[config.mk]
export PLATFORM = sky130hd
export DESIGN_NAME = fixed_point_to_seven_segment
export DESIGN_NICKNAME = d
export VERILOG_FILES = /design/src/fp7seg_pkg.sv /design/src/fixed_point_to_seven_segment.sv /design/src/fp7seg_cell.sv /design/src/fp7seg_serializer.sv
export SDC_FILE = /design/constraint.sdc
export NUM_CORES = 1
export LEC_CHECK = 0
export BUFFER_PORTS_ARGS = -buffer_cell sky130_fd_sc_hd__buf_2
export CORE_MARGIN = 3
export CORE_UTILIZATION = 63
export CTS_CLUSTER_SIZE = 24
export DETAILED_ROUTE_END_ITERATION = 10
export PLACE_DENSITY = 0.8
export SLEW_MARGIN = 20
export SYNTH_ARGS = -nofsm -noshare
export SYNTH_HDL_FRONTEND = slang
export SYNTH_SLANG_ARGS = --single-unit
[constraint.sdc]
create_clock -name clk -period 6.7 [get_ports clk]
set_clock_uncertainty 0.05 [all_clocks]
set_input_delay 1.34 -clock clk [delete_from_list [all_inputs] [get_ports clk]]
set_output_delay 1.34 -clock clk [all_outputs]
set_load 0.005 [all_outputs]
[src/fp7seg_pkg.sv]
// shared constants, types and segment table for the fixed-point display encoder
package fp7seg_pkg;

  localparam int ValueW               = 27;
  localparam int BcdDigits            = 9;
  localparam int BcdW                 = 4 * BcdDigits;
  localparam int FracDigits           = 5;
  localparam int DigitCountDefault    = 8;
  localparam int IntegerDigitsDefault = 3;
  localparam int InDataW              = 32;
  localparam int OutDataW             = 16;
  localparam logic [7:0] PointMask    = 8'h80;

  typedef struct packed {
    logic [BcdW-1:0]   bcd;
    logic [ValueW-1:0] bin;
  } cell_data_t;

  function automatic logic [7:0] seg_of(input logic [3:0] d);
    logic [7:0] s;
    case (d)
      4'd0: s = 8'h7E;
      4'd1: s = 8'h30;
      4'd2: s = 8'h6D;
      4'd3: s = 8'h79;
      4'd4: s = 8'h33;
      4'd5: s = 8'h5B;
      4'd6: s = 8'h5F;
      4'd7: s = 8'h70;
      4'd8: s = 8'h7F;
      4'd9: s = 8'h7B;
      default: s = 8'h00;
    endcase
    return s;
  endfunction

endpackage

[src/fixed_point_to_seven_segment.sv]
// top level: decimal fixed-point number to seven-segment digit register writes
// Each accepted number (units of 1e-5) produces DIGIT_COUNT writes, digit 0 first,
// one per cycle while the output is ready, and the next number is taken as the last
// write of the previous one is registered; that pace is set by the single output
// port. Conversion to decimal runs through a chain of 27 shift-and-add-3 cells, one
// input bit per cell, and a number is converted while the previous one is still being
// written out, passing through the cell registers and the serializer's hold register.
module fixed_point_to_seven_segment
  import fp7seg_pkg::*;
#(
  parameter int DIGIT_COUNT    = DigitCountDefault,
  parameter int INTEGER_DIGITS = IntegerDigitsDefault
)(
  input  logic                clk,
  input  logic                rst,
  input  logic                s_tvalid,
  output logic                s_tready,
  input  logic [InDataW-1:0]  s_tdata,   // scaled_value[26:0], zeros
  output logic                m_tvalid,
  input  logic                m_tready,
  output logic [OutDataW-1:0] m_tdata,   // digit_address[3:0], segment_byte[11:4], zeros
  output logic                m_tlast    // last_digit
);

  cell_data_t chain_data  [ValueW+1];
  logic       chain_valid [ValueW+1];
  logic       chain_ready [ValueW+1];

  assign chain_data[0].bcd = '0;
  assign chain_data[0].bin = s_tdata[ValueW-1:0];
  assign chain_valid[0]    = s_tvalid;
  assign s_tready          = chain_ready[0];

  for (genvar g = 0; g < ValueW; g++) begin : g_cell
    fp7seg_cell u_cell (
      .clk       (clk),
      .rst       (rst),
      .in_valid  (chain_valid[g]),
      .in_ready  (chain_ready[g]),
      .in_data   (chain_data[g]),
      .out_valid (chain_valid[g+1]),
      .out_ready (chain_ready[g+1]),
      .out_data  (chain_data[g+1])
    );
  end

  fp7seg_serializer #(
    .DIGIT_COUNT    (DIGIT_COUNT),
    .INTEGER_DIGITS (INTEGER_DIGITS)
  ) u_serializer (
    .clk      (clk),
    .rst      (rst),
    .in_valid (chain_valid[ValueW]),
    .in_ready (chain_ready[ValueW]),
    .in_bcd   (chain_data[ValueW].bcd),
    .m_tvalid (m_tvalid),
    .m_tready (m_tready),
    .m_tdata  (m_tdata),
    .m_tlast  (m_tlast)
  );

endmodule

[src/fp7seg_cell.sv]
// one shift-and-add-3 conversion cell with its own pipeline register
module fp7seg_cell
  import fp7seg_pkg::*;
(
  input  logic       clk,
  input  logic       rst,
  input  logic       in_valid,
  output logic       in_ready,
  input  cell_data_t in_data,
  output logic       out_valid,
  input  logic       out_ready,
  output cell_data_t out_data
);

  logic [BcdW-1:0] adj;

  always_comb begin
    for (int i = 0; i < BcdDigits; i++) begin
      if (in_data.bcd[4*i +: 4] >= 4'd5) begin
        adj[4*i +: 4] = in_data.bcd[4*i +: 4] + 4'd3;
      end else begin
        adj[4*i +: 4] = in_data.bcd[4*i +: 4];
      end
    end
  end

  assign in_ready = !out_valid || out_ready;

  always_ff @(posedge clk) begin
    if (rst) begin
      out_valid <= 1'b0;
    end else if (in_ready) begin
      out_valid <= in_valid;
    end
  end

  always_ff @(posedge clk) begin
    if (in_ready) begin
      out_data.bcd <= {adj[BcdW-2:0], in_data.bin[ValueW-1]};
      out_data.bin <= {in_data.bin[ValueW-2:0], 1'b0};
    end
  end

endmodule

[src/fp7seg_serializer.sv]
// walks the digits of one converted number, one display write per cycle unless stalled
module fp7seg_serializer
  import fp7seg_pkg::*;
#(
  parameter int DIGIT_COUNT    = DigitCountDefault,
  parameter int INTEGER_DIGITS = IntegerDigitsDefault
)(
  input  logic                clk,
  input  logic                rst,
  input  logic                in_valid,
  output logic                in_ready,
  input  logic [BcdW-1:0]     in_bcd,
  output logic                m_tvalid,
  input  logic                m_tready,
  output logic [OutDataW-1:0] m_tdata,  // digit_address[3:0], segment_byte[11:4], zeros
  output logic                m_tlast
);

  localparam int PosW     = $clog2(DIGIT_COUNT);
  localparam int PlaceTop = FracDigits + INTEGER_DIGITS - 1;

  logic [BcdW-1:0] bcd;
  logic            hold_valid;
  logic [PosW-1:0] pos;
  logic            blanking;
  logic            blanking_next;
  logic            advance;
  logic            last;
  logic [3:0]      digit;
  logic [7:0]      seg;
  logic [3:0]      addr;
  logic [7:0]      seg_out;
  logic            last_out;

  assign advance  = hold_valid && (!m_tvalid || m_tready);
  assign last     = (pos == PosW'(DIGIT_COUNT - 1));
  assign in_ready = !hold_valid || (advance && last);

  always_comb begin
    digit = 4'd0;
    for (int i = 0; i < DIGIT_COUNT; i++) begin
      if (pos == PosW'(i) && PlaceTop - i >= 0) begin
        digit = bcd[4*(PlaceTop-i) +: 4];
      end
    end
  end

  always_comb begin
    seg           = seg_of(digit);
    blanking_next = blanking;
    if (int'(pos) < INTEGER_DIGITS) begin
      if (int'(pos) == INTEGER_DIGITS - 1) begin
        seg = seg_of(digit) | PointMask;
      end else if (digit != 4'd0 || !blanking) begin
        blanking_next = 1'b0;
      end else begin
        seg = 8'h00;
      end
    end
  end

  always_ff @(posedge clk) begin
    if (rst) begin
      hold_valid <= 1'b0;
      m_tvalid   <= 1'b0;
      pos        <= '0;
      blanking   <= 1'b1;
    end else begin
      if (!m_tvalid || m_tready) begin
        m_tvalid <= hold_valid;
      end
      if (advance) begin
        pos      <= last ? '0 : pos + PosW'(1);
        blanking <= blanking_next;
      end
      if (in_valid && in_ready) begin
        hold_valid <= 1'b1;
        pos        <= '0;
        blanking   <= 1'b1;
      end else if (advance && last) begin
        hold_valid <= 1'b0;
      end
    end
  end

  always_ff @(posedge clk) begin
    if (in_valid && in_ready) begin
      bcd <= in_bcd;
    end
    if (advance) begin
      addr     <= 4'(pos) + 4'd1;
      seg_out  <= seg;
      last_out <= last;
    end
  end

  assign m_tdata = {{(OutDataW-12){1'b0}}, seg_out, addr};
  assign m_tlast = last_out;

endmodule
==> summary.txt, run 1 <==
Global route
  • Vias in the first global route: 22400
  • Remaining global-route overflow: 0
  • Met3 usage: 0.0353
  • M1 GR Usage: 0.220
  • Tot GR Track Use: 0.210
  • Initial antenna violation count: 0
  • GRT met2 Usage: 0.414
  • First-pass GRT wire length: 107 mm
  • Most used routing layer: met2
  • Largest net degree at the start of global routing: 37

Yosys
  • Synth Register Bits: between 900 and 1000
  • Mapped cell area: 38700 um^2
  • EDFF count, synth: between 800 and 900
  • Mapped Cells: about 2800
  • Top_reg_cell synth: edfxtp_1
  • Post-synthesis cell type count: 46
  • Avg Inst Size Synth: 13.6 um^2
  • Post-synth ARST share: 0
  • YS warnings: 0
  • Seq/Total Area, Yosys: 0.696

Floorplan
  • IO Count: 55
  • Total core area: approximately 61000 um^2
  • Die Area: 64500 um^2
  • Initial core utilization: 0.639
  • Die height: between 200 and 300 um
  • FP Rows: 90
  • Die width: roughly 250 um

Detailed routing
  • # DRC: 0
  • Drt wl/cell: roughly 17 um
  • Routed via count: roughly 21000
  • Drt first pass iters: 6
  • DRT antenna net count: 0
  • Vias per inst: around 5.5
  • WL final: around 66 mm
  • Initial DRC Count: around 1200

Worst setup path
  • Startpoint types: register
  • Critical Path Sink Type: output port
  • CP Capture Point: s_tready
  • FF-to-FF path depth: 9
  • Worst Path Arrival: about 4.6 ns
  • Worst setup startpoint: u_serializer.pos[0]
  • CP Class: register to output port
  • CP required: approximately 5.3 ns
  • Crit Path Max Fanout: 35
  • FF-to-FF End: g_cell[3].u_cell.out_data[21]
  • Worst reg2reg startpoint: u_serializer.pos[0]
  • Worst R2R Setup Slack: ~1.8 ns

Finish
  • N_diodes: 0
  • Fin cells: 3839
  • Fraction of final layout cells sized beyond drive strength 1: 0.0680
  • Multi-input logic area: approximately 11000 um^2
  • Reg area: between 20000 and 30000 um^2
  • Area Growth Syn to Fin: 11.0%
  • Fillers: 3665
  • Nets: approximately 3300

Placement
  • Detailed Place HPWL: around 44 mm
  • Routability congestion estimate: about 0.86
  • Buffers on Ports: 45
  • Placed cell count: roughly 3700

STA
  • Final Hold Viols: 0
  • Worst Tran Pin Value: between 1 and 1.5 ns
  • RSZ-0062 raised after global routing: false
  • Final period demand of the worst path: between 5 and 6 ns
  • Final TNS setup: 0 ns
  • Maximum clock rate: between 150 and 200 MHz
  • Final Slew Violations: 0
  • Setup violators final: 0
  • Slew HR: 0.281
  • Tcrit/Tclk final: 0.892

Clock tree
  • H-tree depth: 3
  • Later-pin clock latency in the skew report: 0.66 ns
  • Clk sinks: ~910
  • Resized cells post-CTS: 0
  • CTS clk-pin slew, worst paths: 0.07 ns
  • Postcts setup bufs: 0
  • Hold-fix buffers at CTS: 0
  • Number of CTS-inserted buffers: 89
  • Root Driver: clkbuf_16
  • CTS Buffer Depth: 3
  • CTS tree: yes

Run status
  • Status: finished clean

Min path
  • Hold Path Class: register to register

Flow run
  • Max cap viols: 0

Pwr
  • Max IR drop VDD: approximately 0.28 mV
  • P_leak: between 0.015 and 0.02 uW
  • Power Dens Cells: between 400 and 500 nW/um^2
  • Overall Power: roughly 19000 uW
sequential cells by signal, summed over array words and instances (netlist names):
register and cells:
u_serializer.m_tlast 1, g_cell.u_cell.out_valid 27, u_serializer.bcd 32, u_serializer.seg_out 8
u_serializer.addr 4, u_serializer.blanking 1, u_serializer.hold_valid 1, g_cell.u_cell.out_data 831
u_serializer.m_tvalid 1, u_serializer.pos 3
area by class of cell:
type | count | share of cell area
Clock buffer | 109 | 0.0545
Clock inverter | 54 | 0.0141
Inverter | 257 | 0.0224
Multi-Input combinational cell | 1664 | 0.250
Sequential cell | 909 | 0.627
Tap cell | 782 | 0.0228
Timing Repair Buffer | 64 | 0.00856
power breakdown:
part	total, uW	internal, uW	switching, uW	leakage (uW)
sequential	9230	8170	1060	0.00978
clock	5010	2900	2110	0.00143
combinational	4540	1990	2550	0.00653
total	18800	13100	5720	0.0177
worst max-delay path: stages (launching register included):
cell,delay [ns]
dfxtp_1,0.38
ha_1,0.27
ha_1,0.36
a2111o_1,0.53
nor2_4,0.19
inv_2,0.35
nor2_4,0.27
inv_2,0.33
nor4_4,0.64
nand4_1,0.15
buf_4,0.27
buf_2,0.17
cells in the mapped netlist, drive strengths merged (6+ instances only):
| cell type | count | share of area |
|---|---|---|
| buf | 6 | 0.0010 |
| edfxtp | 876 | 0.68 |
| nand2 | 421 | 0.041 |
| nor2b | 6 | 0.00097 |
| inv | 257 | 0.025 |
| clkbuf | 7 | 0.00068 |
| xnor2 | 108 | 0.024 |
| dfxtp | 33 | 0.017 |
| nor2 | 142 | 0.014 |
| nand3 | 13 | 0.0017 |
| ha | 234 | 0.076 |
| a21oi | 151 | 0.020 |
| mux2i | 104 | 0.027 |
| o21ai | 218 | 0.028 |
| nand2b | 202 | 0.033 |
| nand4 | 9 | 0.0015 |
cell families after synthesis:
kind of cell,Yosys count,share of synthesized area
other,1,0.0000968
xor gates and xnor gates,108,0.0244
muxes,104,0.0269
buffers and inverters,270,0.0266
adders and majority gates,234,0.0756
AOI/OAI and AO/OA,400,0.0543
DFF,909,0.696
and+or+nand+nor,814,0.0957
metrics by stage:
| step | worst slack (ns) | util | instance area (um^2) | hold WS [ns] |
|---|---|---|---|---|
| floorplan | 0.668 | - | 38700 | 0.350 |
| global placement | 0.899 | 0.661 | 40000 | 0.350 |
| detailed placement | 0.800 | 0.661 | 40000 | 0.355 |
| CTS | 0.695 | 0.709 | 43000 | 0.353 |
| global route | 0.437 | 0.710 | 43000 | 0.365 |
| finish | 0.726 | 0.710 | 43000 | 0.353 |
placed cells by master, fill, tap and decap left out, types with 45 or more instances in the layout:
master | netlist | final
xnor2_1 | 108 | 108
mux2i_1 | 104 | 104
nand2b_1 | 201 | 201
buf_2 | 1 | 45
clkbuf_16 | 0 | 90
a21oi_1 | 151 | 151
ha_1 | 234 | 234
inv_1 | 255 | 252
nand2_1 | 421 | 419
edfxtp_1 | 876 | 876
o21ai_0 | 217 | 217
nor2_1 | 140 | 140
layer usage:
layer  part of all wire  vias to the layer above
met5                  0                        -
met4              0.031                        0
met3              0.034                      151
met2               0.57                      481
met1               0.37                    10400
li1                   -                    10300
worst min path at each step:
stage	start	endpoint	slack [ns]	depth (start not counted)
floorplan	g_cell[9].u_cell.out_data[10]	g_cell[10].u_cell.out_data[11]	0.35	0
global placement	g_cell[2].u_cell.out_data[18]	g_cell[3].u_cell.out_data[19]	0.35	0
detailed placement	g_cell[9].u_cell.out_data[11]	g_cell[10].u_cell.out_data[12]	0.35	0
CTS	g_cell[12].u_cell.out_data[18]	g_cell[13].u_cell.out_data[19]	0.35	0
global route	g_cell[12].u_cell.out_data[18]	g_cell[13].u_cell.out_data[19]	0.37	0
finish	g_cell[2].u_cell.out_data[19]	g_cell[3].u_cell.out_data[20]	0.35	0
No activity file was read; power rests on OpenSTA's default activity.
==> run 2, diff against run 1 <==
- ABC_AREA: not set -> 1
==> run 2 against run 1 <==
Effect of this change: worst hold slack better by 0.0011 ns; synthesized cell count is 5.3% higher; sequential cell count stayed put; via count is 5.1% higher.
==> summary.txt, run 2 <==
Run status
  • Status: finished clean (unchanged)

Yosys
  • Top_reg_cell synth: edfxtp_1 (unchanged)
  • Post-synth top area share: 0.680 (was 0.679)
  • EDFF count, synth: 876 (unchanged)
  • Avg Inst Size Synth: 12.9 um^2 (was 13.6 um^2)
  • Top cells by count, synth: edfxtp_1 (876), inv_1 (481), a21oi_1 (294) (was edfxtp_1 (876), nand2_1 (421), inv_1 (255))
  • Mapped cell area: 38700 um^2 (about the same)
  • Synth Register Bits: 909 (unchanged)
  • Post-synthesis cell type count: 34 (was 46)
  • YS warnings: 0 (unchanged)
  • Yosys top cell by area: edfxtp_1 (unchanged)
  • Leading post-synthesis cells by cell area: edfxtp_1 (68%), ha_1 (7.6%), inv_1 (4.7%), a21oi_1 (3.8%), o21ai_0 (3.6%) (was edfxtp_1 (68%), ha_1 (7.6%), nand2_1 (4.1%), nand2b_1 (3.2%), o21ai_0 (2.8%))
  • Post-synth ARST share: 0 (unchanged)
  • Most frequent cell after synthesis: edfxtp_1 (unchanged)
  • Mapped Cells: 2990 (was 2840)
  • Seq/Total Area, Yosys: 0.697 (was 0.696)

Worst setup path
  • CP required: 5.31 ns (about the same)
  • Startpoint types: register (unchanged)
  • Crit-path cells: ha_1 > ha_1 > nand2_2 > nand4_4 > nor3_4 > nand4_4 > nor2_4 > nand4_4 > nor2_4 > nand4_4 > nor2_4 > nand4_4 > nor2_4 > nand4_4 > buf_4 > nor2_4 > nand4_4 > buf_2 (was ha_1 > ha_1 > a2111o_1 > nor2_4 > inv_2 > nor2_4 > inv_2 > nor4_4 > nand4_1 > buf_4 > buf_2)
  • Buffers plus inverters on the worst setup path: 2 (was 4)
  • Critical Path Sink Type: output port (unchanged)
  • Crit path max-delay cell type: nand4_4 (was nor4_4)
  • Crit Path Max Fanout: 30 (was 35)
  • Max stage delay on crit path: 0.44 ns (was 0.64 ns)
  • Worst Path Arrival: 4.67 ns (was 4.58 ns)
  • CP Class: register to output port (unchanged)
  • Worst R2R Setup Slack: 1.93 ns (was 1.78 ns)
  • Crit-path leading delay family: simple AND/OR/NAND/NOR gates (unchanged)
  • Most common cell on crit path: nand4_4

Pwr
  • Seq pwr share: 0.494 (was 0.491)
  • Internal power: 12700 uW (was 13100 uW)
  • Power share of the combinational group: 0.235 (was 0.242)
  • P_leak: 0.0178 uW (was 0.0177 uW)
  • Clock share of power: 0.271 (was 0.267)
  • Power Dens Cells: 432 nW/um^2 (was 437 nW/um^2)
  • Sw power: 5850 uW (was 5720 uW)
  • Switching share of power: 0.315 (was 0.305)
  • Max IR drop VDD: 0.261 mV (was 0.281 mV)

Finish
  • Fillers: 3611 (was 3665)
  • Max FFs per register: 831 (unchanged)
  • Fraction of final layout cells sized beyond drive strength 1: 0.0807 (was 0.0680)
  • Leading cell type in the layout, fill and taps excluded: edfxtp_1 (unchanged)
  • Final design utilization: 0.709 (was 0.710)
  • N_diodes: 0 (unchanged)
  • Largest registers: g_cell.u_cell.out_data x831, u_serializer.bcd x32, g_cell.u_cell.out_valid x27 (unchanged)
  • Area Growth Syn to Fin: 11.1% (was 11.0%)
  • Nets: 3410 (was 3255)
  • Most frequent cells in the layout: edfxtp_1 (876), inv_1 (477), a21oi_1 (294), o21ai_0 (278), nor2_1 (268) (was edfxtp_1 (876), nand2_1 (419), inv_1 (252), ha_1 (234), o21ai_0 (217))
  • Largest Register: g_cell.u_cell.out_data (unchanged)
  • Post-route cell area: 43000 um^2 (about the same)

Global route
  • Remaining global-route overflow: 0 (unchanged)
  • Tot GR Track Use: 0.211 (was 0.210)
  • First-pass GRT wire length: 108 mm (was 107 mm)
  • Largest net degree at the start of global routing: 37 (unchanged)
  • Vias in the first global route: 23000 (was 22400)
  • Initial antenna violation count: 0 (unchanged)

STA
  • Slew HR: 0.317 (was 0.281)
  • Final worst slack: 0.643 ns (was 0.726 ns)
  • Maximum clock rate: 165 MHz (was 167 MHz)
  • Final Slew Violations: 0 (unchanged)
  • Setup violators final: 0 (unchanged)
  • Tcrit/Tclk final: 0.904 (was 0.892)
  • RSZ-0062 raised after global routing: false (unchanged)
  • Final Hold Viols: 0 (unchanged)
  • Worst Tran Pin Value: 1.02 ns (was 1.08 ns)
  • Final TNS setup: 0 ns (unchanged)
  • Final period demand of the worst path: 6.06 ns (was 5.97 ns)
  • Fin Hold WS: 0.354 ns (was 0.353 ns)

Clock tree
  • Number of CTS-inserted buffers: 88 (was 89)
  • Postcts setup bufs: 0 (unchanged)
  • Later-pin clock latency in the skew report: 0.64 ns (was 0.66 ns)
  • Root Driver: clkbuf_16 (unchanged)
  • CTS Buffer Depth: 3 (unchanged)
  • Resized cells post-CTS: 0 (unchanged)
  • Hold-fix buffers at CTS: 0 (unchanged)
  • Clk sinks: 909 (unchanged)
  • CTS clk-pin slew, worst paths: 0.06 ns (was 0.07 ns)
  • CTS tree: yes (unchanged)
  • H-tree depth: 3 (unchanged)

Detailed routing
  • Initial DRC Count: 1626 (was 1242)
  • Vias per inst: 5.60 (was 5.54)
  • Drt first pass iters: 6 (unchanged)
  • Routed via count: 22400 (was 21300)
  • WL final: 67.3 mm (was 65.5 mm)
  • Drt wl/cell: 16.9 um (was 17.1 um)
  • DRT antenna net count: 0 (unchanged)
  • # DRC: 0 (unchanged)

Floorplan
  • IO Count: 55 (unchanged)
  • Die height: 254 um (about the same)
  • Initial core utilization: 0.638 (was 0.639)
  • Die width: 254 um (about the same)
  • FP Rows: 90 (unchanged)
  • Die Area: 64400 um^2 (was 64500 um^2)
  • Total core area: 60600 um^2 (unchanged)

Placement
  • Buffers on Ports: 45 (unchanged)
  • Detailed Place HPWL: 45.0 mm (was 43.5 mm)
  • Dpl ws: 0.702 ns (was 0.800 ns)
  • Placed Instance Area: 40000 um^2 (about the same)
  • Routability congestion estimate: 0.800 (was 0.859)

Min path
  • Hold Path Class: register to register (unchanged)

Flow run
  • Max cap viols: 0 (unchanged)
-- run 2: changes by cell type in the layout (fill, tap and decap cells not counted), sizes merged, moves of 7 or more --
cell / previous run / this run
a211oi: 3 / 45
nand2b: 202 / 0
nand2: 421 / 259
nor2: 142 / 274
or2: 2 / 44
xnor2: 108 / 0
a21oi: 151 / 295
o21ai: 218 / 278
mux2i: 104 / 0
xor2: 0 / 108
o211ai: 1 / 8
inv: 260 / 484
-- run 2: worst register-to-register path: cells and delay by family, from the launching register on --
kind                     cells  cell delay (ns)
flip-flops                   1             0.36
buffers and inverters        2             1.12
AND/OR/NAND/NOR             13             2.08
adder cells (fa/ha/maj)      2             0.58
-- run 2: per-layer routing --
metal | share of wire | vias to the layer above | GRT usage
li1 | - | 10700 | -
met1 | 0.37 | 10900 | 0.229
met2 | 0.55 | 639 | 0.411
met3 | 0.041 | 183 | 0.0330
met4 | 0.032 | 0 | 0.0817
met5 | 0 | - | 0
-- run 2: power by group through the flow --
stage,combinational [uW],clock (uW),sequential (uW)
6_report,4360,5040,9180
5_1_grt,5030,5310,9350
4_1_cts,4340,5100,9160
3_5_place_dp,4220,0,9240
3_3_place_gp,3700,0,9130
2_1_floorplan,3180,0,8890
-- run 2: metrics by stage --
step | power (uW) | std cells
5_1_grt | 19700 | 3993
3_5_place_dp | 13500 | 3832
2_1_floorplan | 12100 | 2993
4_1_cts | 18600 | 3993
3_3_place_gp | 12800 | 3832
6_report | 18600 | 3993
-- run 2: cells by family after synthesis --
kind of cell,synth area share
AND/OR/NAND/NOR,0.0667
AO/OA/AOI/OAI,0.0878
XOR/XNOR,0.0245
multiplexers,0.000291
buffers and inverters,0.0478
flip-flops,0.697
adder cells (fa/ha/maj),0.0757
other,0.0000969
-- run 2: area by class of cell --
cell class | instances | area (um^2) | share of cell area
Sequential cell | 909 | 27000 | 0.628
Clock inverter | 55 | 653 | 0.0152
Multi-Input combinational cell | 1595 | 9890 | 0.230
Inverter | 481 | 1810 | 0.0420
Tap cell | 782 | 978 | 0.0228
Timing Repair Buffer | 65 | 375 | 0.00874
Clock buffer | 106 | 2290 | 0.0533
-- run 2: worst paths after layout --
| path | from | end | cells past startpoint |
|---|---|---|---|
| worst max register to register | u_serializer.pos[0] | g_cell[3].u_cell.out_data[20] | 17 |
| worst min-delay path | g_cell[6].u_cell.out_data[10] | g_cell[7].u_cell.out_data[11] | 0 |
| worst min register to register | g_cell[6].u_cell.out_data[10] | g_cell[7].u_cell.out_data[11] | 0 |
| worst max-delay path | u_serializer.pos[0] | s_tready | 18 |
==> run 3, diff against run 2 <==
- PLACE_DENSITY: 0.8 -> 0.9
==> run 3 against run 2 <==
Effect of this change: worst hold slack worse by 0.030 ns; largest power group unchanged; critical path type unchanged; critical endpoint unchanged; critical path depth did not move; die area unchanged; highest routed layer unchanged; largest cell class unchanged; sequential cell count stayed put; final cell count about the same.
==> summary.txt, run 3 (synthesized netlist as in run 2, its figures left out) <==
Clock tree
  • CTS tree: yes (unchanged)
  • Number of CTS-inserted buffers: 87 (was 88)
  • Clk sinks: 909 (unchanged)
  • Resized cells post-CTS: 0 (unchanged)
  • H-tree depth: 3 (unchanged)
  • Hold-fix buffers at CTS: 0 (unchanged)
  • CTS clk-pin slew, worst paths: 0.06 ns (about the same)
  • CTS Buffer Depth: 3 (unchanged)
  • Postcts setup bufs: 0 (unchanged)
  • Root Driver: clkbuf_16 (unchanged)
  • Later-pin clock latency in the skew report: 0.67 ns (was 0.64 ns)

Finish
  • Fillers: 3387 (was 3611)
  • Largest registers: g_cell.u_cell.out_data x831, u_serializer.bcd x32, g_cell.u_cell.out_valid x27 (unchanged)
  • Max FFs per register: 831 (unchanged)
  • Largest Register: g_cell.u_cell.out_data (unchanged)
  • N_diodes: 0 (unchanged)
  • Multi-input logic area: 9890 um^2 (unchanged)
  • Leading cell type in the layout, fill and taps excluded: edfxtp_1 (unchanged)
  • Fin cells: 3996 (was 3993)
  • Nets: 3410 (unchanged)
  • Post-route cell area: 43000 um^2 (about the same)
  • Reg area: 27000 um^2 (unchanged)
  • Most frequent cells in the layout: edfxtp_1 (876), inv_1 (479), a21oi_1 (294), o21ai_0 (278), nor2_1 (268) (was edfxtp_1 (876), inv_1 (477), a21oi_1 (294), o21ai_0 (278), nor2_1 (268))
  • Area Growth Syn to Fin: 11.2% (was 11.1%)
  • Fraction of final layout cells sized beyond drive strength 1: 0.0828 (was 0.0807)

Worst setup path
  • Worst Path Arrival: 4.75 ns (was 4.67 ns)
  • Worst reg2reg startpoint: u_serializer.pos[0] (unchanged)
  • Worst R2R Setup Slack: 2.19 ns (was 1.93 ns)
  • CP Class: register to output port (unchanged)
  • Critical Path Sink Type: output port (unchanged)
  • Instance count on the critical path: 18 (unchanged)
  • Crit-path cells: ha_1 > ha_1 > nand2_2 > nand4_4 > nor3_4 > nand4_4 > nor2_4 > nand4_4 > nor2_4 > nand4_4 > nor2_4 > nand4_4 > nor2_4 > nand4_4 > buf_4 > nor2_4 > nand4_4 > buf_2 (unchanged)
  • Crit Path Max Fanout: 30 (unchanged)
  • Most common cell on crit path: nand4_4 (unchanged)
  • Crit path max-delay cell type: nand4_4 (unchanged)
  • Buffers plus inverters on the worst setup path: 2 (unchanged)
  • Worst setup startpoint: u_serializer.pos[0] (unchanged)
  • Startpoint types: register (unchanged)
  • CP Capture Point: s_tready (unchanged)
  • Max stage delay on crit path: 0.45 ns (was 0.44 ns)
  • FF-to-FF path depth: 17 (unchanged)
  • FF-to-FF End: g_cell[1].u_cell.out_data[6] (was g_cell[3].u_cell.out_data[20])
  • Crit-path leading delay family: simple AND/OR/NAND/NOR gates (unchanged)
  • CP required: 5.31 ns (about the same)

Detailed routing
  • Drt wl/cell: 17.8 um (was 16.9 um)
  • Vias per inst: 5.67 (was 5.60)
  • WL final: 71.1 mm (was 67.3 mm)
  • Initial DRC Count: 1907 (was 1626)
  • Met1 Wirelength: 24.5 mm (was 25.1 mm)
  • DRT antenna net count: 0 (unchanged)
  • Met2 WL post-DR: 40.6 mm (was 37.3 mm)
  • DR WL met3: 3.34 mm (was 2.77 mm)
  • # DRC: 0 (unchanged)
  • Routed via count: 22700 (was 22400)
  • Drt first pass iters: 9 (was 6)
  • Uppermost layer routed: met4 (unchanged)

Run status
  • Status: finished clean (unchanged)

Global route
  • Remaining global-route overflow: 0 (unchanged)
  • Initial antenna violation count: 0 (unchanged)
  • Largest net degree at the start of global routing: 37 (unchanged)
  • Tot GR Track Use: 0.223 (was 0.211)
  • Vias in the first global route: 23400 (was 23000)
  • First-pass GRT wire length: 114 mm (was 108 mm)

STA
  • Worst Tran Pin Value: 1.08 ns (was 1.02 ns)
  • Final Slew Violations: 0 (unchanged)
  • Final TNS setup: 0 ns (unchanged)
  • Maximum clock rate: 163 MHz (was 165 MHz)
  • Final period demand of the worst path: 6.14 ns (was 6.06 ns)
  • Setup violators final: 0 (unchanged)
  • Final Hold Viols: 0 (unchanged)
  • Slew HR: 0.277 (was 0.317)
  • Final worst slack: 0.560 ns (was 0.643 ns)
  • Fin Hold WS: 0.325 ns (was 0.354 ns)
  • Tcrit/Tclk final: 0.916 (was 0.904)
  • RSZ-0062 raised after global routing: false (unchanged)

Flow run
  • Max cap viols: 0 (unchanged)

Placement
  • Buffers on Ports: 45 (unchanged)
  • Dpl ws: 0.789 ns (was 0.702 ns)
  • Placed cell count: 3833 (was 3832)
  • Placed Instance Area: 40000 um^2 (about the same)
  • Routability congestion estimate: 0.864 (was 0.800)
  • Detailed Place HPWL: 42.6 mm (was 45.0 mm)

Floorplan
  • Die Area: 64400 um^2 (unchanged)
  • IO Count: 55 (unchanged)
  • Die width: 254 um (unchanged)
  • Total core area: 60600 um^2 (unchanged)
  • Initial core utilization: 0.638 (unchanged)
  • Die height: 254 um (unchanged)
  • FP Rows: 90 (unchanged)

Min path
  • Hold Path Class: register to register (unchanged)

Pwr
  • P_leak: 0.0179 uW (was 0.0178 uW)
  • Power Dens Cells: 436 nW/um^2 (was 432 nW/um^2)
  • Max IR drop VDD: 0.352 mV (was 0.261 mV)
run 3: how the worst min path moves through the flow:
stage | from | cells past startpoint | endpoint | slack [ns]
floorplan | g_cell[9].u_cell.out_data[10] | 0 | g_cell[10].u_cell.out_data[11] | 0.35
global placement | g_cell[7].u_cell.out_data[20] | 0 | g_cell[8].u_cell.out_data[21] | 0.35
detailed placement | g_cell[9].u_cell.out_data[10] | 0 | g_cell[10].u_cell.out_data[11] | 0.35
CTS | g_cell[5].u_cell.out_data[20] | 0 | g_cell[6].u_cell.out_data[21] | 0.31
global route | g_cell[5].u_cell.out_data[20] | 0 | g_cell[6].u_cell.out_data[21] | 0.33
finish | g_cell[5].u_cell.out_data[20] | 0 | g_cell[6].u_cell.out_data[21] | 0.32
run 3: power by group:
part           leakage [uW]  internal (uW)  switching [uW]
Clock               0.00144           2900            2160
Combinational       0.00668           1610            2890
Sequential          0.00972           8170            1030
Total                0.0179          12700            6080
run 3: layout make-up:
cell class              count  share of cell area
multi-input cells        1595               0.230
inverters                 481              0.0420
well taps                 782              0.0227
clock inverters            49              0.0150
clock buffers             114              0.0544
flip-flops and latches    909               0.627
repair buffers             66             0.00890
run 3: routing by layer:
metal / track usage / up-vias
met3: 0.0364 / 232
met5: 0 / -
met1: 0.226 / 11000
met4: 0.0929 / 0
met2: 0.448 / 833
li1: - / 10600
run 3: per-stage QoR:
| stage | utilization | power (uW) |
|---|---|---|
| final | 0.710 | 18800 |
| after global routing | 0.710 | 19800 |
| after CTS | 0.710 | 18800 |
| after detailed placement | 0.661 | 13400 |
| after global placement | 0.661 | 12800 |
| after floorplan | - | 12100 |
